==> config.mk <==
export PLATFORM = sky130hd
export DESIGN_NAME = ctu_ndc_front
export DESIGN_NICKNAME = d
export VERILOG_FILES = /design/src/rtl/ctu_neighbor_depth_context_macros.svh /design/src/rtl/ctu_ndc_pkg.sv /design/src/rtl/ctu_ndc_front.sv
export SDC_FILE = /design/constraint.sdc
export NUM_CORES = 1
export LEC_CHECK = 0
export BUFFER_PORTS_ARGS = -buffer_cell sky130_fd_sc_hd__buf_4
export CORE_AREA = 2 2 39 41
export DETAILED_ROUTE_END_ITERATION = 10
export DIE_AREA = 0 0 41 43
export GPL_ROUTABILITY_DRIVEN = 0
export GPL_TIMING_DRIVEN = 1
export PLACE_DENSITY = 0.69
export SYNTH_ARGS = -nofsm -noshare
export SYNTH_HDL_FRONTEND = slang
export SYNTH_SLANG_ARGS = --single-unit
==> constraint.sdc <==
create_clock -name clk -period 5.4 [get_ports clk]
set_input_delay 1.08 -clock clk [delete_from_list [all_inputs] [get_ports clk]]
set_output_delay 1.08 -clock clk [all_outputs]
set_load 0.05 [all_outputs]
==> src/rtl/ctu_neighbor_depth_context_macros.svh <==
// ============================================================================
// CTU neighbor depth context: assertion macros
// Shared concurrent assertion forms, clocked on clk and disabled in reset.
// ============================================================================
`ifndef CTU_NEIGHBOR_DEPTH_CONTEXT_MACROS_SVH
`define CTU_NEIGHBOR_DEPTH_CONTEXT_MACROS_SVH

// Consequent must hold in the same cycle as the antecedent.
`define CTU_NDC_ASSERT_NOW(label, ante, cons, msg) \
  label: assert property (@(posedge clk) disable iff (rst) (ante) |-> (cons)) \
    else $error(msg);

// Consequent must hold in the cycle after the antecedent.
`define CTU_NDC_ASSERT_NEXT(label, ante, cons, msg) \
  label: assert property (@(posedge clk) disable iff (rst) (ante) |=> (cons)) \
    else $error(msg);

`endif

==> src/rtl/ctu_ndc_pkg.sv <==
// ============================================================================
// CTU neighbor depth context package
// Shared types, constants and the per-result statistics function.
// ============================================================================
`timescale 1ns / 1ps
`default_nettype none

package ctu_ndc_pkg;

  localparam int MAX_DEPTH = 5;
  localparam int DEPTH_W = 3;
  localparam int NIB_W = 4;
  localparam int CELL_W = 2 * NIB_W;
  localparam int QUEUE_DEPTH = 2;
  localparam int QUEUE_PTR_W = $clog2(QUEUE_DEPTH);
  localparam int QUEUE_CNT_W = $clog2(QUEUE_DEPTH + 1);
  localparam logic signed [NIB_W-1:0] INVALID_DEPTH = -4'sd1;

  typedef struct packed {
    logic [DEPTH_W-1:0] qt;
    logic [DEPTH_W-1:0] mt;
  } entry_t;

  typedef struct packed {
    logic [NIB_W-1:0]   top_left;
    logic [NIB_W-1:0]   top;
    logic [NIB_W-1:0]   top_right;
    logic [NIB_W-1:0]   left;
    logic [NIB_W-1:0]   colocated_past;
    logic [NIB_W-1:0]   mean_depth;
    logic [DEPTH_W-1:0] most_common;
    logic [NIB_W-1:0]   highest;
  } result_t;

  typedef enum logic [2:0] {
    ST_IDLE,
    ST_WRITE,
    ST_READ,
    ST_LOAD,
    ST_SEND_QT,
    ST_SEND_MT
  } back_state_t;

  function automatic logic [DEPTH_W-1:0] sat_depth(input logic [DEPTH_W-1:0] d);
    return (d > DEPTH_W'(MAX_DEPTH)) ? DEPTH_W'(MAX_DEPTH) : d;
  endfunction

  function automatic result_t ctu_ndc_eval(
    input logic signed [NIB_W-1:0] tl,
    input logic signed [NIB_W-1:0] t,
    input logic signed [NIB_W-1:0] tr,
    input logic signed [NIB_W-1:0] l,
    input logic signed [NIB_W-1:0] cp
  );
    logic signed [NIB_W-1:0] v [5];
    logic [2:0]              hist [MAX_DEPTH+1];
    logic [4:0]              sum;
    logic [2:0]              n;
    logic [2:0]              best_cnt;
    logic [DEPTH_W-1:0]      best;
    logic signed [NIB_W-1:0] high;
    logic [5:0]              x;
    logic [14:0]             prod;
    logic [NIB_W-1:0]        mean;
    result_t                 r;
    v[0] = tl;
    v[1] = t;
    v[2] = tr;
    v[3] = l;
    v[4] = cp;
    sum = '0;
    n = '0;
    high = INVALID_DEPTH;
    prod = '0;
    for (int d = 0; d <= MAX_DEPTH; d++) begin
      hist[d] = '0;
    end
    for (int i = 0; i < 5; i++) begin
      if (v[i] > high) begin
        high = v[i];
      end
      if (v[i] >= 0 && v[i] <= MAX_DEPTH) begin
        sum = sum + 5'(v[i][DEPTH_W-1:0]);
        n = n + 3'd1;
        for (int d = 0; d <= MAX_DEPTH; d++) begin
          if (v[i][DEPTH_W-1:0] == DEPTH_W'(d)) begin
            hist[d] = hist[d] + 3'd1;
          end
        end
      end
    end
    best = '0;
    best_cnt = hist[0];
    for (int i = 1; i <= MAX_DEPTH; i++) begin
      if (hist[i] > best_cnt) begin
        best = DEPTH_W'(i);
        best_cnt = hist[i];
      end
    end
    // Rounded mean is (2*sum + n) / (2*n); odd divisors use scaled reciprocals.
    x = {sum, 1'b0} + 6'(n);
    case (n)
      3'd1: mean = NIB_W'(sum);
      3'd2: mean = NIB_W'((sum + 5'd1) >> 1);
      3'd3: begin
        prod = 15'(x) * 15'd43;
        mean = NIB_W'(prod >> 8);
      end
      3'd4: mean = NIB_W'((sum + 5'd2) >> 2);
      3'd5: begin
        prod = 15'(x) * 15'd205;
        mean = NIB_W'(prod >> 11);
      end
      default: mean = INVALID_DEPTH;
    endcase
    r.top_left = tl;
    r.top = t;
    r.top_right = tr;
    r.left = l;
    r.colocated_past = cp;
    r.mean_depth = mean;
    r.most_common = best;
    r.highest = high;
    return r;
  endfunction

endpackage

`default_nettype wire

==> src/rtl/ctu_ndc_front.sv <==
// ============================================================================
// CTU neighbor depth context: front end
// Accepts coding units, keeps the running depth maxima of the current CTU and
// queues the final maxima when a unit ends its CTU.
// ============================================================================
`timescale 1ns / 1ps
`default_nettype none

module ctu_ndc_front import ctu_ndc_pkg::*; (
  input  logic       clk,
  input  logic       rst,
  input  logic       s_tvalid,
  output logic       s_tready,
  input  logic [7:0] s_tdata,    // [2:0] qt_depth, [5:3] mt_depth, [7:6] zero
  input  logic       s_tuser,    // [0] is_luma
  input  logic       s_tlast,
  output logic       push_valid,
  input  logic       push_ready,
  output entry_t     push_entry
);

  logic [DEPTH_W-1:0] run_qt;
  logic [DEPTH_W-1:0] run_mt;
  logic [DEPTH_W-1:0] qt_sat;
  logic [DEPTH_W-1:0] mt_sat;
  logic [DEPTH_W-1:0] qt_upd;
  logic [DEPTH_W-1:0] mt_upd;
  logic               accept;

  assign s_tready = push_ready;
  assign accept = s_tvalid && s_tready;
  assign push_valid = accept && s_tlast;

  always_comb begin
    qt_sat = sat_depth(s_tdata[2:0]);
    mt_sat = sat_depth(s_tdata[5:3]);
    qt_upd = (s_tuser && qt_sat > run_qt) ? qt_sat : run_qt;
    mt_upd = (s_tuser && mt_sat > run_mt) ? mt_sat : run_mt;
    push_entry.qt = qt_upd;
    push_entry.mt = mt_upd;
  end

  always_ff @(posedge clk) begin
    if (rst) begin
      run_qt <= '0;
      run_mt <= '0;
    end else if (accept) begin
      if (s_tlast) begin
        run_qt <= '0;
        run_mt <= '0;
      end else begin
        run_qt <= qt_upd;
        run_mt <= mt_upd;
      end
    end
  end

endmodule

`default_nettype wire

======== Yosys cells after proc, flatten, opt, wreduce, memory -nomap -nowiden ========
Cells that the tools add are included.
word-level totals
  flip-flop bits (word level) ............. 6
  input port bits ......................... 14
  output and inout port bits .............. 8
  logic and storage cells ................. 16
operators by class
  magnitude comparators ................... 4
  mux-type cells .......................... 6
  reductions and logical operators ........ 4
operators by type and width
  cell                  number
  $mux W3               6
  $gt A3 B3 Y1          2
  $gt A3 B3 Y1 const B  2
  $logic_and A1 B1 Y1   4

======== Longest topological paths before layout ========
  depth after elaboration ................. 6
  mapped depth ............................ 6
  depth with buffers taken out ............ 6

======== Least setup slack after synthesis ========
OpenSTA, ideal clock, no wires.
  path kind ............................... input -> output
  start ................................... input s_tdata[5]
  end ..................................... output push_entry[0] (netlist name)
  arrival ................................. 2.383 ns
  required time ........................... 4.320 ns
  slack ................................... 1.937 ns
  cell stages on the path ................. 6
  buffers on the path ..................... 0
  cells stage by stage .................... and2b_2 -> ha_1 -> nand2_1 -> o21ai_2 -> nand3_2 -> mux2_1
RTL lines
  element      line                 RTL
  from (decl)  ctu_ndc_front.sv:14  input logic [7:0] s_tdata,
  to (decl)    ctu_ndc_front.sv:19  output entry_t push_entry

==> results.py <==
metrics = {
    "status": {
        "status": "finished, final reports clean",
    },
    "clocking": {
        "clock-root-buffer": "clkbuf_4",
        "path_clk_slew_ns": 0.04,
        "cts-hold-fix-buffers": 0,
        "clk_path_buf_depth": 2,
        "clk-insertion-delay-late_ns": 0.24,
        "cts_sinks": 6,
        "cts_tree": "yes",
        "htree_levels": 1,
        "post_cts_buffers": 0,
        "cts_inserted_buffers": 3,
        "cts_resized": 0,
    },
    "synth": {
        "synthCells": 65,
        "synthSimpleGateAreaFrac_pct": 24.7,
        "syn_nets": 85,
        "synth_fa_ha_area_share_pct": 14.0,
        "synthMuxAreaShare_pct": 23.7,
        "synth_area_per_cell_um2": 8.28,
        "syn_area_um2": 538,
        "netlist-cell-type-count": 17,
        "synth_top_family_by_area": "simple AND/OR/NAND/NOR gates",
        "ys_ff_latch": 6,
        "synth-xor-area-share_pct": 0,
        "synth_warnings": 0,
        "synth-seq-area-share_pct": 22.3,
        "synth-compound-area-share_pct": 8.37,
    },
    "detailed_routing": {
        "avgRoutedWirePerCell_um": 10.7,
        "drtIter0Drc": 2,
        "drtAntennaViolNets": 0,
        "drc_errors": 0,
        "drt_pass1_iterations": 4,
        "vias": 488,
        "vias_per_cell": 4.88,
        "drt_wl_total_mm": 1.07,
    },
    "worst_setup_path": {
        "arrival_ns": 2.57,
        "cpMaxStageDelayCell": "mux2_1",
        "start_kind": "input port",
        "crit_path_end_kind": "output pin",
        "critical_path.cell_chain": "buf_4 > and2b_2 > ha_1 > nand2_1 > o21ai_2 > nand3_2 > mux2_1 > buf_4",
        "r2r_setup_slack_ns": 3.95,
        "cp.required_ns": 4.32,
        "cpPeakStageDelay_ns": 0.33,
        "reg2reg_depth": 6,
        "crit_path_max_fanout": 5,
        "r2r-start": "run_mt[2]",
        "crit_top_cell": "buf_4",
        "setup.worst_path.class": "input port to output pin",
        "r2r_end": "run_mt[2]",
    },
    "layout": {
        "layout-drive-gt1-share_pct": 36.9,
        "diodes": 0,
        "final_cell_mix": "buf_4 (19), nand2_1 (14)",
        "areaGrowthSynthToFinish_pct": 31.6,
        "final_common_cell": "buf_4",
        "nNetsFinal": 106,
        "final_cells": 100,
    },
    "power": {
        "p_leak_nw": 0.380,
        "power_density_nw_per_um2": 188,
        "ir_drop_uv": 99.5,
    },
    "worst_hold_path": {
        "hp-start": "run_mt[1]",
        "hold_path.class": "flop to flop",
        "holdPathStages": 2,
        "holdPathEnd": "run_mt[1]",
    },
    "sta": {
        "final-hold-violation-count": 0,
        "timing.clock.skew_ns": 0.000199,
        "finalCritPeriodShare_pct": 67.5,
        "finalHoldWorstSlack_ns": 0.483,
        "finalSetupTns_ns": 0,
        "finalMaxSlewViolations": 0,
        "tightest_slew_ns": 0.353,
        "rsz0062_at_grt": "no",
        "min_period_ns": 3.65,
        "setup_viol_count_final": 0,
        "max_freq_ghz": 0.274,
        "maxSlewHeadroom_pct": 76.4,
    },
    "global_routing": {
        "grt_antenna_before_repair": 0,
        "grt_use_total_pct": 16.2,
        "grt_max_degree": 7,
        "gr-total-overflow": 0,
        "grt_first_pass_wirelength_mm": 1.89,
        "first_global_vias": 468,
    },
    "placed_design": {
        "hpwlAfterDp_um": 935,
        "port_buffers": 19,
        "place_inst": 97,
    },
    "floorplan": {
        "io_pins": 22,
        "die_h_um": 43,
        "die_area_um2": 1760,
        "start_util_pct": 38.9,
        "chipWidth_um": 41,
        "rows": 14,
        "design.core.area_um2": 1380,
    },
    "flow_run": {
        "drv_cap": 0,
    },
}
==> worst max-delay path, delay by kind of cell <==
kind / cells / cell delay (ns)
and+or+nand+nor: 3 / 0.42
AOI/OAI and AO/OA: 1 / 0.15
buffers and inverters: 2 / 0.30
muxes: 1 / 0.33
adders and majority gates: 1 / 0.29
==> cells in the mapped netlist <==
cell / n / area, um2
o21ai_2: 2 / 17.5
clkbuf_1: 2 / 7.51
inv_1: 6 / 22.5
nor2_2: 1 / 6.26
and2b_2: 2 / 17.5
buf_4: 1 / 7.51
mux2i_1: 6 / 60.1
mux2_1: 6 / 67.6
a21o_2: 2 / 17.5
a21oi_1: 2 / 10.0
nand2_1: 14 / 52.6
dfxtp_1: 6 / 120
and3_1: 2 / 12.5
nand3_1: 4 / 20.0
ha_1: 6 / 75.1
nand3_2: 2 / 20.0
nor2_1: 1 / 3.75
==> layer usage <==
| layer | global-route usage [%] | vias up | share of wire [%] |
|---|---|---|---|
| met5 | 0 | - | 0 |
| met4 | 12.0 | 0 | 1.4 |
| met3 | 3.14 | 2 | 1.9 |
| met2 | 21.9 | 6 | 48 |
| met1 | 21.7 | 218 | 48 |
| li1 | - | 262 | - |
==> cell families (layout without fill, tap and decap cells) <==
kind of cell | after synthesis | in the layout
buffers and inverters | 9 | 28
muxes | 12 | 12
and+or+nand+nor | 26 | 26
AOI/OAI and AO/OA | 6 | 6
adders and majority gates | 6 | 6
DFF | 6 | 6
==> flip-flops by register name, summed over array words and instances (netlist names) <==
signal and cells:
run_mt 3, run_qt 3
==> per-stage QoR <==
| stage | power (W) | worst slack (ns) | cell area, um2 | util (%) |
|---|---|---|---|---|
| after floorplan | 0.0000795 | 1.94 | 538 | - |
| after global placement | 0.0000941 | 1.77 | 686 | 49.5 |
| after detailed placement | 0.0000947 | 1.75 | 686 | 49.5 |
| after CTS | 0.000137 | 1.75 | 708 | 51.2 |
| after global routing | 0.000144 | 1.68 | 708 | 51.2 |
| final | 0.000133 | 1.75 | 708 | 51.2 |
==> power by group <==
part	switching, W	total (W)	internal, W
registers	0.000000523	0.0000456	0.0000451
clock network	0.0000149	0.0000399	0.0000250
logic	0.0000283	0.0000479	0.0000196
total	0.0000437	0.000133	0.0000898
==> worst max-delay path by stage <==
stage / from / to / slack [ns]
floorplan: s_tdata[5] / push_entry[0] / 1.94
finish: s_tdata[5] / push_entry[0] / 1.75
detailed placement: s_tdata[2] / push_entry[3] / 1.75
global route: s_tdata[2] / push_entry[5] / 1.68
CTS: s_tdata[2] / push_entry[3] / 1.75
global placement: s_tdata[5] / push_entry[1] / 1.77
==> layout make-up <==
cell class                 count  area [um2]
tap                           16        20.0
inverter                       6        22.5
multi-input combinational     50         380
fill                         139         676
timing repair buffer          19         143
sequential                     6         120
clock buffer                   3        22.5
Power figures use the tool's default switching activity.
