===== config.mk =====
export PLATFORM = sky130hd
export DESIGN_NAME = ctu_ndc_queue
export DESIGN_NICKNAME = d
export VERILOG_FILES = /design/src/rtl/ctu_neighbor_depth_context_macros.svh /design/src/rtl/ctu_ndc_pkg.sv /design/src/rtl/ctu_ndc_queue.sv
export SDC_FILE = /design/constraint.sdc
export NUM_CORES = 1
export LEC_CHECK = 0
export BUFFER_PORTS_ARGS = -buffer_cell sky130_fd_sc_hd__buf_2
export CAP_MARGIN = 15
export CORE_UTILIZATION = 35
export DETAILED_ROUTE_END_ITERATION = 10
export SYNTH_ARGS = -nofsm -noshare
export SYNTH_HDL_FRONTEND = slang
export SYNTH_SLANG_ARGS = --single-unit

===== constraint.sdc =====
create_clock -name clk -period 2.3 [get_ports clk]
set_input_delay 0.46 -clock clk [delete_from_list [all_inputs] [get_ports clk]]
set_output_delay 0.46 -clock clk [all_outputs]
set_load 0.1 [all_outputs]

===== src/rtl/ctu_neighbor_depth_context_macros.svh =====
// ============================================================================
// CTU neighbor depth context: assertion macros
// Shared concurrent assertion forms, clocked on clk and disabled in reset.
// ============================================================================
`ifndef CTU_NEIGHBOR_DEPTH_CONTEXT_MACROS_SVH
`define CTU_NEIGHBOR_DEPTH_CONTEXT_MACROS_SVH

// Consequent must hold in the same cycle as the antecedent.
`define CTU_NDC_ASSERT_NOW(label, ante, cons, msg) \
  label: assert property (@(posedge clk) disable iff (rst) (ante) |-> (cons)) \
    else $error(msg);

// Consequent must hold in the cycle after the antecedent.
`define CTU_NDC_ASSERT_NEXT(label, ante, cons, msg) \
  label: assert property (@(posedge clk) disable iff (rst) (ante) |=> (cons)) \
    else $error(msg);

`endif


===== src/rtl/ctu_ndc_pkg.sv =====
// ============================================================================
// CTU neighbor depth context package
// Shared types, constants and the per-result statistics function.
// ============================================================================
`timescale 1ns / 1ps
`default_nettype none

package ctu_ndc_pkg;

  localparam int MAX_DEPTH = 5;
  localparam int DEPTH_W = 3;
  localparam int NIB_W = 4;
  localparam int CELL_W = 2 * NIB_W;
  localparam int QUEUE_DEPTH = 2;
  localparam int QUEUE_PTR_W = $clog2(QUEUE_DEPTH);
  localparam int QUEUE_CNT_W = $clog2(QUEUE_DEPTH + 1);
  localparam logic signed [NIB_W-1:0] INVALID_DEPTH = -4'sd1;

  typedef struct packed {
    logic [DEPTH_W-1:0] qt;
    logic [DEPTH_W-1:0] mt;
  } entry_t;

  typedef struct packed {
    logic [NIB_W-1:0]   top_left;
    logic [NIB_W-1:0]   top;
    logic [NIB_W-1:0]   top_right;
    logic [NIB_W-1:0]   left;
    logic [NIB_W-1:0]   colocated_past;
    logic [NIB_W-1:0]   mean_depth;
    logic [DEPTH_W-1:0] most_common;
    logic [NIB_W-1:0]   highest;
  } result_t;

  typedef enum logic [2:0] {
    ST_IDLE,
    ST_WRITE,
    ST_READ,
    ST_LOAD,
    ST_SEND_QT,
    ST_SEND_MT
  } back_state_t;

  function automatic logic [DEPTH_W-1:0] sat_depth(input logic [DEPTH_W-1:0] d);
    return (d > DEPTH_W'(MAX_DEPTH)) ? DEPTH_W'(MAX_DEPTH) : d;
  endfunction

  function automatic result_t ctu_ndc_eval(
    input logic signed [NIB_W-1:0] tl,
    input logic signed [NIB_W-1:0] t,
    input logic signed [NIB_W-1:0] tr,
    input logic signed [NIB_W-1:0] l,
    input logic signed [NIB_W-1:0] cp
  );
    logic signed [NIB_W-1:0] v [5];
    logic [2:0]              hist [MAX_DEPTH+1];
    logic [4:0]              sum;
    logic [2:0]              n;
    logic [2:0]              best_cnt;
    logic [DEPTH_W-1:0]      best;
    logic signed [NIB_W-1:0] high;
    logic [5:0]              x;
    logic [14:0]             prod;
    logic [NIB_W-1:0]        mean;
    result_t                 r;
    v[0] = tl;
    v[1] = t;
    v[2] = tr;
    v[3] = l;
    v[4] = cp;
    sum = '0;
    n = '0;
    high = INVALID_DEPTH;
    prod = '0;
    for (int d = 0; d <= MAX_DEPTH; d++) begin
      hist[d] = '0;
    end
    for (int i = 0; i < 5; i++) begin
      if (v[i] > high) begin
        high = v[i];
      end
      if (v[i] >= 0 && v[i] <= MAX_DEPTH) begin
        sum = sum + 5'(v[i][DEPTH_W-1:0]);
        n = n + 3'd1;
        for (int d = 0; d <= MAX_DEPTH; d++) begin
          if (v[i][DEPTH_W-1:0] == DEPTH_W'(d)) begin
            hist[d] = hist[d] + 3'd1;
          end
        end
      end
    end
    best = '0;
    best_cnt = hist[0];
    for (int i = 1; i <= MAX_DEPTH; i++) begin
      if (hist[i] > best_cnt) begin
        best = DEPTH_W'(i);
        best_cnt = hist[i];
      end
    end
    // Rounded mean is (2*sum + n) / (2*n); odd divisors use scaled reciprocals.
    x = {sum, 1'b0} + 6'(n);
    case (n)
      3'd1: mean = NIB_W'(sum);
      3'd2: mean = NIB_W'((sum + 5'd1) >> 1);
      3'd3: begin
        prod = 15'(x) * 15'd43;
        mean = NIB_W'(prod >> 8);
      end
      3'd4: mean = NIB_W'((sum + 5'd2) >> 2);
      3'd5: begin
        prod = 15'(x) * 15'd205;
        mean = NIB_W'(prod >> 11);
      end
      default: mean = INVALID_DEPTH;
    endcase
    r.top_left = tl;
    r.top = t;
    r.top_right = tr;
    r.left = l;
    r.colocated_past = cp;
    r.mean_depth = mean;
    r.most_common = best;
    r.highest = high;
    return r;
  endfunction

endpackage

`default_nettype wire


===== src/rtl/ctu_ndc_queue.sv =====
// ============================================================================
// CTU neighbor depth context: decoupling queue
// Short FIFO of CTU maxima between the front end and the map sequencer.
// ============================================================================
`timescale 1ns / 1ps
`default_nettype none

module ctu_ndc_queue import ctu_ndc_pkg::*; (
  input  logic   clk,
  input  logic   rst,
  input  logic   in_valid,
  output logic   in_ready,
  input  entry_t in_entry,
  output logic   out_valid,
  input  logic   out_pop,
  output entry_t out_entry
);

  entry_t                 slots [QUEUE_DEPTH];
  logic [QUEUE_PTR_W-1:0] wr_ptr;
  logic [QUEUE_PTR_W-1:0] rd_ptr;
  logic [QUEUE_CNT_W-1:0] count;
  logic                   do_push;
  logic                   do_pop;

  assign in_ready = (count != QUEUE_CNT_W'(QUEUE_DEPTH));
  assign out_valid = (count != '0);
  assign out_entry = slots[rd_ptr];
  assign do_push = in_valid && in_ready;
  assign do_pop = out_pop && out_valid;

  always_ff @(posedge clk) begin
    if (do_push) begin
      slots[wr_ptr] <= in_entry;
    end
  end

  always_ff @(posedge clk) begin
    if (rst) begin
      wr_ptr <= '0;
      rd_ptr <= '0;
      count <= '0;
    end else begin
      if (do_push) begin
        wr_ptr <= wr_ptr + QUEUE_PTR_W'(1);
      end
      if (do_pop) begin
        rd_ptr <= rd_ptr + QUEUE_PTR_W'(1);
      end
      if (do_push && !do_pop) begin
        count <= count + QUEUE_CNT_W'(1);
      end else if (do_pop && !do_push) begin
        count <= count - QUEUE_CNT_W'(1);
      end
    end
  end

endmodule

`default_nettype wire


Yosys cells after proc, flatten, opt, wreduce, memory -nomap -nowiden
Memories as Yosys holds them, arrays and structs flattened. A register that Yosys moved wholly into a read port is not among the register bits. Index checks and enable logic that the tools add are counted.

Add/sub/neg operators: 4. Equality and inequality tests: 1. Multiplexer cells: 6. Reductions and logical operators: 8.

Operators with widths (number): 1-bit logical AND (4); 1-bit two-way mux (4); 2-bit two-way mux (2); 2-bit nonzero test (2); 1-bit adder (second input constant) (2); 2-bit by 1-bit adder with 2-bit output (second input constant) (1); 1-bit zero test (2); 2-bit inequality test (second input constant) (1); 2-bit by 1-bit subtractor with 2-bit output (second input constant) (1).

Flip-flop bits (word level): 4. RAM bits: 12. Bits of input ports: 10. Output and inout port bits: 8. Word-level logic and storage cells: 23. Memories kept: 1.

Memories: slots (words 2, width 6, rd ports 1, clocked after Yosys merged registers in 1, wr ports 1, RTL line ctu_ndc_queue.sv:19) `entry_t slots [QUEUE_DEPTH];`.

Longest topological paths before layout
Gate-level depths: netlist of the first run.

Depth in word-level cells: 6. Mapped depth: 6. Depth with buffers taken out: 6.

Least setup slack after synthesis of the first run
Ideal clock, no wire load.

Path kind: reg2reg. From: reg count[0]. To: reg count[1]. Setup time: 0.070 ns. Arrival time: 1.667 ns. Required time: 2.230 ns. Path slack: 0.563 ns. Stages on the path, launching flop included: 6. Path buffers: 0. Clock period less this slack: 1.737 ns. Cells stage by stage: dfxtp_1 > nand2b_4 > and2_1 > ha_1 > or3_1 > a21oi_1.

Cells in the longest elaborated chain, start to end: 5. Elaborated cells between the ends (all ways): 13. Classes of those cells: add/sub: 2; eq/ne: 1; mux: 2; reduce/logical: 8.

Ends and longest elaborated chain: start, declared (RTL line ctu_ndc_queue.sv:22) `logic [QUEUE_CNT_W-1:0] count;`; start signal, assigned (RTL line ctu_ndc_queue.sv:51) `count <= count + QUEUE_CNT_W'(1);`; start signal, assigned (RTL line ctu_ndc_queue.sv:53) `count <= count - QUEUE_CNT_W'(1);`; 2-bit inequality test * (RTL line ctu_ndc_queue.sv:26) `assign in_ready = (count != QUEUE_CNT_W'(QUEUE_DEPTH));`; via in_ready (RTL line ctu_ndc_queue.sv:12) `output logic in_ready,`; 1-bit logical AND * (RTL line ctu_ndc_queue.sv:29) `assign do_push = in_valid && in_ready;`; via do_push (RTL line ctu_ndc_queue.sv:23) `logic do_push;`; 1-bit zero test (RTL line ctu_ndc_queue.sv:52) `end else if (do_pop && !do_push) begin`; 1-bit logical AND (RTL line ctu_ndc_queue.sv:52); 2-bit nonzero test (no source line).

The timed path passes the listed nets; every way through them passes the cells marked *. The select of a mux whose other input is x is not followed. A chain may end at the register's enable or synchronous reset.

==> run_summary.xml, run 1 <==
<?xml version="1.0" encoding="UTF-8"?>
<metrics>
  <group name="hold_path">
    <metric name="worstHoldPathType" unit="">in -&gt; reg</metric>
  </group>
  <group name="synth">
    <metric name="yosys_register_bits" unit="">17</metric>
    <metric name="syn_inst_count" unit="">43</metric>
    <metric name="post_synth_instance_area" unit="um2">661.9</metric>
    <metric name="synthDominantCellAreaShare" unit="%">54.44</metric>
    <metric name="synth_common_cells" unit="">12 x sky130_fd_sc_hd__edfxtp_1, 6 x sky130_fd_sc_hd__mux2_2, 5 x sky130_fd_sc_hd__dfxtp_1, 3 x sky130_fd_sc_hd__nor2_1, 3 x sky130_fd_sc_hd__xor2_1</metric>
    <metric name="number_of_distinct_library_cells_after_synthesis" unit="">17</metric>
    <metric name="synth_top_cells_by_area" unit="">sky130_fd_sc_hd__edfxtp_1 54%, sky130_fd_sc_hd__dfxtp_1 15%, sky130_fd_sc_hd__mux2_2 10%, sky130_fd_sc_hd__xor2_1 4.0%, sky130_fd_sc_hd__nand2b_4 2.1%</metric>
    <metric name="yosys_warnings" unit="">0</metric>
    <metric name="synth-main-ff-cell" unit="">sky130_fd_sc_hd__edfxtp_1</metric>
    <metric name="seq_area_frac_synth" unit="%">69.57</metric>
    <metric name="syn_nets" unit="">54</metric>
    <metric name="post_synth.cell_area_avg" unit="um2">15.39</metric>
    <metric name="yosysMostFrequentCell" unit="">sky130_fd_sc_hd__edfxtp_1</metric>
    <metric name="synthArstFlopShare" unit="%">0</metric>
    <metric name="netlist.top_cell.by_area" unit="">sky130_fd_sc_hd__edfxtp_1</metric>
    <metric name="synth-edff-count" unit="">12</metric>
  </group>
  <group name="worst_setup_path">
    <metric name="endpoint_kind" unit="">primary output</metric>
    <metric name="slowest_stage_delay_on_critical_path" unit="ps">480</metric>
    <metric name="critical_path.startpoint_type" unit="">flop</metric>
    <metric name="timing.critical_path.fanout_max" unit="">6</metric>
    <metric name="critPathBufInv" unit="">1</metric>
    <metric name="path_class" unit="">reg -&gt; out</metric>
    <metric name="timing.critical_path.cells" unit="">mux2_2 &gt; buf_2</metric>
    <metric name="crit_required" unit="ps">1840</metric>
    <metric name="slowest_stage" unit="">sky130_fd_sc_hd__dfxtp_1</metric>
    <metric name="worst_path_dominant_cell_family" unit="">flip-flops</metric>
    <metric name="critical_path_arrival" unit="ps">1430</metric>
  </group>
  <group name="timing">
    <metric name="worst_slack" unit="ps">410.3</metric>
    <metric name="final_skew" unit="ps">10.25</metric>
    <metric name="rsz0062_at_grt" unit="">false</metric>
    <metric name="final_min_period_over_clock_period" unit="%">82.16</metric>
    <metric name="report.final.hold_viol_count" unit="">0</metric>
    <metric name="timing.setup.tns" unit="ps">0</metric>
    <metric name="finalCriticalPeriod" unit="ps">1890</metric>
    <metric name="clock.fmax" unit="GHz">0.5292</metric>
    <metric name="setup_violations" unit="">0</metric>
    <metric name="drv_slew" unit="">0</metric>
    <metric name="worst_slew_margin_rel" unit="%">67.82</metric>
    <metric name="worst_slew_pin_slew" unit="ps">486.0</metric>
  </group>
  <group name="clock_network">
    <metric name="clock_sinks" unit="">17</metric>
    <metric name="maximum_level_of_the_cts_h_tree" unit="">1</metric>
    <metric name="cts_hold_buf" unit="">0</metric>
    <metric name="cts-root-buf" unit="">sky130_fd_sc_hd__clkbuf_4</metric>
    <metric name="cts_tree" unit="">yes</metric>
    <metric name="max-clock-path-buffers" unit="">2</metric>
    <metric name="worst_skew_pair.late_latency" unit="ps">290</metric>
    <metric name="ctsResizeCount" unit="">0</metric>
    <metric name="tritoncts.num_buffers" unit="">3</metric>
    <metric name="cts.reportedPaths.clkPinSlew" unit="ps">100</metric>
    <metric name="post_cts_buffers" unit="">0</metric>
  </group>
  <group name="drt">
    <metric name="drc" unit="">0</metric>
    <metric name="postRouteAntennaNets" unit="">0</metric>
    <metric name="route.detailed.wl_per_inst" unit="um">10.88</metric>
    <metric name="route.vias.total" unit="">383</metric>
    <metric name="finalWirelength" unit="um">957</metric>
    <metric name="total_iterations_of_the_first_detailed_routing_run" unit="">1</metric>
    <metric name="drt_iter0_drc" unit="">0</metric>
    <metric name="detail_route.vias_per_cell" unit="">4.352</metric>
  </group>
  <group name="floorplan">
    <metric name="io_pins" unit="">18</metric>
    <metric name="num_rows" unit="">15</metric>
    <metric name="dieArea" unit="mm2">0.002069</metric>
    <metric name="initial_core_util" unit="%">37.92</metric>
    <metric name="fp.dieW" unit="um">45.49</metric>
    <metric name="fp.dieH" unit="um">45.49</metric>
    <metric name="core_region_area" unit="mm2">0.001745</metric>
  </group>
  <group name="global_routing">
    <metric name="grt-ovfl-total" unit="">0</metric>
    <metric name="global_route.usage.total" unit="%">11.93</metric>
    <metric name="grt_pass1_vias" unit="">336</metric>
    <metric name="grt_first_pass_wirelength" unit="um">1531</metric>
    <metric name="antenna_found_initial" unit="">0</metric>
    <metric name="pin_count_of_the_biggest_net_entering_global_routing" unit="">11</metric>
  </group>
  <group name="placed_design">
    <metric name="place_ws" unit="ps">677.9</metric>
    <metric name="portBuffers" unit="">17</metric>
    <metric name="placedInstanceArea" unit="um2">774.5</metric>
    <metric name="gp_routability_congestion" unit="">0.5738</metric>
  </group>
  <group name="cells_and_area">
    <metric name="flow.area_growth_from_synthesis" unit="%">21.17</metric>
    <metric name="design.final.nets" unit="">75</metric>
    <metric name="drive_above_1_share" unit="%">47.62</metric>
    <metric name="antenna_cells" unit="">0</metric>
    <metric name="final_cell_area" unit="um2">802.0</metric>
  </group>
  <group name="outcome">
    <metric name="status" unit="">complete, no violations</metric>
  </group>
  <group name="flow_run">
    <metric name="cap_violations" unit="">0</metric>
  </group>
</metrics>
[kinds of logic (layout without fill, tap and decap cells)]
group,Yosys count,count (layout),synth area share [%]
DFF,17,17,69.57
and+or+nand+nor,9,9,8.698
muxes,6,6,10.21
AOI/OAI and AO/OA,5,5,4.537
xor gates and xnor gates,3,3,3.970
buffers and inverters,2,22,1.133
adders and majority gates,1,1,1.890
[per-stage QoR]
stage	hold slack (ps)	instances	utilization, %
after floorplan	472.5	43	-
after global placement	489.7	84	44.37
after detailed placement	496.7	84	44.37
after CTS	344.0	88	45.95
after global routing	328.3	88	45.95
final	352.1	88	45.95
[sequential cells by signal, summed over array words and instances (netlist names), named ones only]
name    flops
rd_ptr      1
wr_ptr      1
slots      12
count       2
[per-layer routing]
metal | track usage [%] | wire length (um) | up-vias
li1 | - | - | 194
met1 | 15.46 | 490 | 174
met2 | 14.00 | 398 | 13
met3 | 4.762 | 51 | 2
met4 | 12.73 | 17 | 0
met5 | 0 | 0 | -
[worst register-to-register path: cells and delay by family (launching register included)]
| family | cells | cell delay [ps] |
|---|---|---|
| flops | 1 | 360 |
| compound gates | 1 | 140 |
| fa+ha+maj | 1 | 330 |
| simple gates | 3 | 700 |
[path summary, 6_finish.rpt]
path | from | to | slack [ps] | cells past startpoint
worst max-delay path | flop | out_entry[5] | 410 | 2
worst min-delay path | in_entry[3] | slots[1][3] | 350 | 1
worst max register to register | count[0] | count[1] | 720 | 5
worst min register to register | rd_ptr | flop | 510 | 2
[layout make-up]
class                      count  area (um2)
fill                         181       943.4
sequential                    17       460.4
multi-input combinational     24       193.9
timing repair buffer          17       85.08
tap                           25       31.28
clock buffer                   3       22.52
clock inverter                 1       5.005
inverter                       1       3.754
[layout by cell type (no fill, tap or decap)]
| cell type | synthesis | final |
|---|---|---|
| sky130_fd_sc_hd__buf_2 | 0 | 17 |
| sky130_fd_sc_hd__edfxtp_1 | 12 | 12 |
| sky130_fd_sc_hd__mux2_2 | 6 | 6 |
| sky130_fd_sc_hd__dfxtp_1 | 5 | 5 |
| sky130_fd_sc_hd__xor2_1 | 3 | 3 |
| sky130_fd_sc_hd__nor2_1 | 3 | 3 |
| sky130_fd_sc_hd__clkbuf_4 | 0 | 3 |
| sky130_fd_sc_hd__o21ai_0 | 2 | 2 |
| sky130_fd_sc_hd__a21oi_1 | 2 | 2 |
| sky130_fd_sc_hd__nand2b_4 | 1 | 1 |
| sky130_fd_sc_hd__and2_1 | 1 | 1 |
| sky130_fd_sc_hd__or2_2 | 1 | 1 |
| sky130_fd_sc_hd__and3_1 | 1 | 1 |
| sky130_fd_sc_hd__nand3b_1 | 1 | 1 |
| sky130_fd_sc_hd__inv_1 | 1 | 1 |
| sky130_fd_sc_hd__a21bo_2 | 1 | 1 |
| sky130_fd_sc_hd__or3_1 | 1 | 1 |
| sky130_fd_sc_hd__ha_1 | 1 | 1 |
| sky130_fd_sc_hd__clkinv_2 | 0 | 1 |
Power of run 1 is left out: the tool's default activity adds up to more than one toggle a clock period on the data nets, which glitch-free logic cannot reach.
==> run 2, diff against run 1 <==
- clock period: 2.3 -> 1.6 ns (I/O delays scaled with it)
==> run_summary.xml, run 2 (synthesized netlist as in run 1, its figures left out) <==
<?xml version="1.0" encoding="UTF-8"?>
<metrics>
  <group name="clock_network">
    <metric name="cts_tree" unit="">yes</metric>
    <metric name="cts-root-buf" unit="">sky130_fd_sc_hd__clkbuf_4</metric>
    <metric name="maximum_level_of_the_cts_h_tree" unit="">1</metric>
    <metric name="tritoncts.num_buffers" unit="">3</metric>
    <metric name="cts.reportedPaths.clkPinSlew" unit="ps">90</metric>
    <metric name="clock_sinks" unit="">17</metric>
    <metric name="max-clock-path-buffers" unit="">2</metric>
    <metric name="worst_skew_pair.late_latency" unit="ps">280</metric>
  </group>
  <group name="timing">
    <metric name="rsz0062_at_grt" unit="">false</metric>
    <metric name="clock.fmax" unit="GHz">0.6425</metric>
    <metric name="drv_slew" unit="">0</metric>
    <metric name="final_skew" unit="ps">2.987</metric>
    <metric name="final_min_period_over_clock_period" unit="%">97.28</metric>
    <metric name="worst_slew_pin_slew" unit="ps">482.7</metric>
    <metric name="finalCriticalPeriod" unit="ps">1557</metric>
    <metric name="setup_violations" unit="">0</metric>
    <metric name="worst_slew_margin_rel" unit="%">68.04</metric>
    <metric name="report.final.hold_viol_count" unit="">0</metric>
    <metric name="timing.hold.ws" unit="ps">222.2</metric>
  </group>
  <group name="drt">
    <metric name="drt_iter0_drc" unit="">4</metric>
    <metric name="drc" unit="">0</metric>
    <metric name="postRouteAntennaNets" unit="">0</metric>
    <metric name="total_iterations_of_the_first_detailed_routing_run" unit="">2</metric>
    <metric name="route.detailed.wl_per_inst" unit="um">11.08</metric>
    <metric name="finalWirelength" unit="um">986</metric>
    <metric name="route.vias.total" unit="">380</metric>
    <metric name="detail_route.vias_per_cell" unit="">4.270</metric>
  </group>
  <group name="cells_and_area">
    <metric name="design.final.nets" unit="">76</metric>
    <metric name="flow.area_growth_from_synthesis" unit="%">31.19</metric>
    <metric name="largest_register" unit="">slots</metric>
    <metric name="antenna_cells" unit="">0</metric>
    <metric name="layout_common_cells" unit="">12 x sky130_fd_sc_hd__edfxtp_1, 10 x sky130_fd_sc_hd__buf_2, 6 x sky130_fd_sc_hd__mux2_2, 6 x sky130_fd_sc_hd__buf_6, 4 x sky130_fd_sc_hd__clkbuf_4</metric>
    <metric name="layout_commonest_cell" unit="">sky130_fd_sc_hd__edfxtp_1</metric>
    <metric name="drive_above_1_share" unit="%">53.13</metric>
    <metric name="biggest_registers_after_layout" unit="">slots x12, count x2</metric>
    <metric name="largest_reg_flops" unit="">12</metric>
    <metric name="n_fill_cell" unit="">160</metric>
  </group>
  <group name="worst_setup_path">
    <metric name="timing.reg2reg.worst_path_depth" unit="">6</metric>
    <metric name="critical_path_arrival" unit="ps">1240</metric>
    <metric name="endpoint_kind" unit="">primary output</metric>
    <metric name="path_class" unit="">reg -&gt; out</metric>
    <metric name="crit_required" unit="ps">1280</metric>
    <metric name="timing.critical_path.fanout_max" unit="">5</metric>
    <metric name="critical_path.startpoint_type" unit="">flop</metric>
  </group>
  <group name="floorplan">
    <metric name="core_region_area" unit="mm2">0.001745</metric>
    <metric name="fp.dieW" unit="um">45.49</metric>
    <metric name="io_pins" unit="">18</metric>
    <metric name="fp.dieH" unit="um">45.49</metric>
    <metric name="dieArea" unit="mm2">0.002069</metric>
    <metric name="num_rows" unit="">15</metric>
    <metric name="initial_core_util" unit="%">37.92</metric>
  </group>
  <group name="flow_run">
    <metric name="cap_violations" unit="">0</metric>
  </group>
  <group name="global_routing">
    <metric name="global_route.usage.total" unit="%">10.49</metric>
    <metric name="pin_count_of_the_biggest_net_entering_global_routing" unit="">10</metric>
    <metric name="antenna_found_initial" unit="">0</metric>
    <metric name="grt-ovfl-total" unit="">0</metric>
    <metric name="grt_pass1_vias" unit="">328</metric>
    <metric name="grt_first_pass_wirelength" unit="um">1462</metric>
  </group>
  <group name="hold_path">
    <metric name="min_delay_path_depth" unit="">1</metric>
    <metric name="worstHoldPathType" unit="">in -&gt; reg</metric>
  </group>
  <group name="placed_design">
    <metric name="post-dp-hpwl" unit="um">717.9</metric>
    <metric name="portBuffers" unit="">17</metric>
    <metric name="gp_routability_congestion" unit="">0.6741</metric>
  </group>
  <group name="outcome">
    <metric name="status" unit="">complete, no violations</metric>
  </group>
</metrics>
run 2: cell types whose count changed in the layout (fill, tap and decap cells not counted), sizes merged:
| cell | before | now |
|---|---|---|
| clkinv | 1 | 0 |
| clkbuf | 3 | 5 |
run 2: metal layers:
layer	track usage [%]	vias to the layer above	share of wire, %	wire, um
met5	0	-	0	0
met4	3.636	0	0	0
met3	2.381	0	4.7	46
met2	16.00	13	45	441
met1	14.62	170	51	498
li1	-	197	-	-
run 2: final timing paths:
| path | from | to | slack [ps] |
|---|---|---|---|
| worst min-delay path | in_entry[4] | slots[0][4] | 220 |
| worst min register to register | rd_ptr | flop | 520 |
| worst max-delay path | count[0] | in_ready | 40 |
| worst max register to register | count[1] | count[1] | 160 |
run 2: stage by stage:
| stage | setup slack (ps) | TNS (ps) | std cells | area (um2) | utilization, % |
|---|---|---|---|---|---|
| after global placement | 170.6 | 0 | 85 | 798.3 | 45.73 |
| final | 43.47 | 0 | 89 | 868.3 | 49.75 |
| after floorplan | -21.57 | -21.57 | 43 | 678.2 | - |
| after CTS | 5.271 | 0 | 89 | 843.3 | 48.32 |
| after detailed placement | 155.6 | 0 | 85 | 798.3 | 45.73 |
| after global routing | 9.428 | 0 | 89 | 868.3 | 49.75 |
run 2: critical path: stages (launching register included):
cell and delay, ps:
sky130_fd_sc_hd__dfxtp_2 380, sky130_fd_sc_hd__nand2b_4 150, sky130_fd_sc_hd__buf_2 420
run 2: final cells by class:
class                      count  area, um2  area share (%)
clock buffer                   4      26.28           3.026
tap                           25      31.28           3.602
multi-input combinational     24      209.0           24.06
sequential                    17      465.4           53.60
timing repair buffer          18      132.6           15.27
inverter                       1      3.754          0.4323
run 2: timing repair:
item,CTS,global route
gates resized for setup,8,7
setup buffers,0,0
endpoints found under the setup margin,6,7
hold buffers,0,0
Power of run 2 is left out for the same reason.
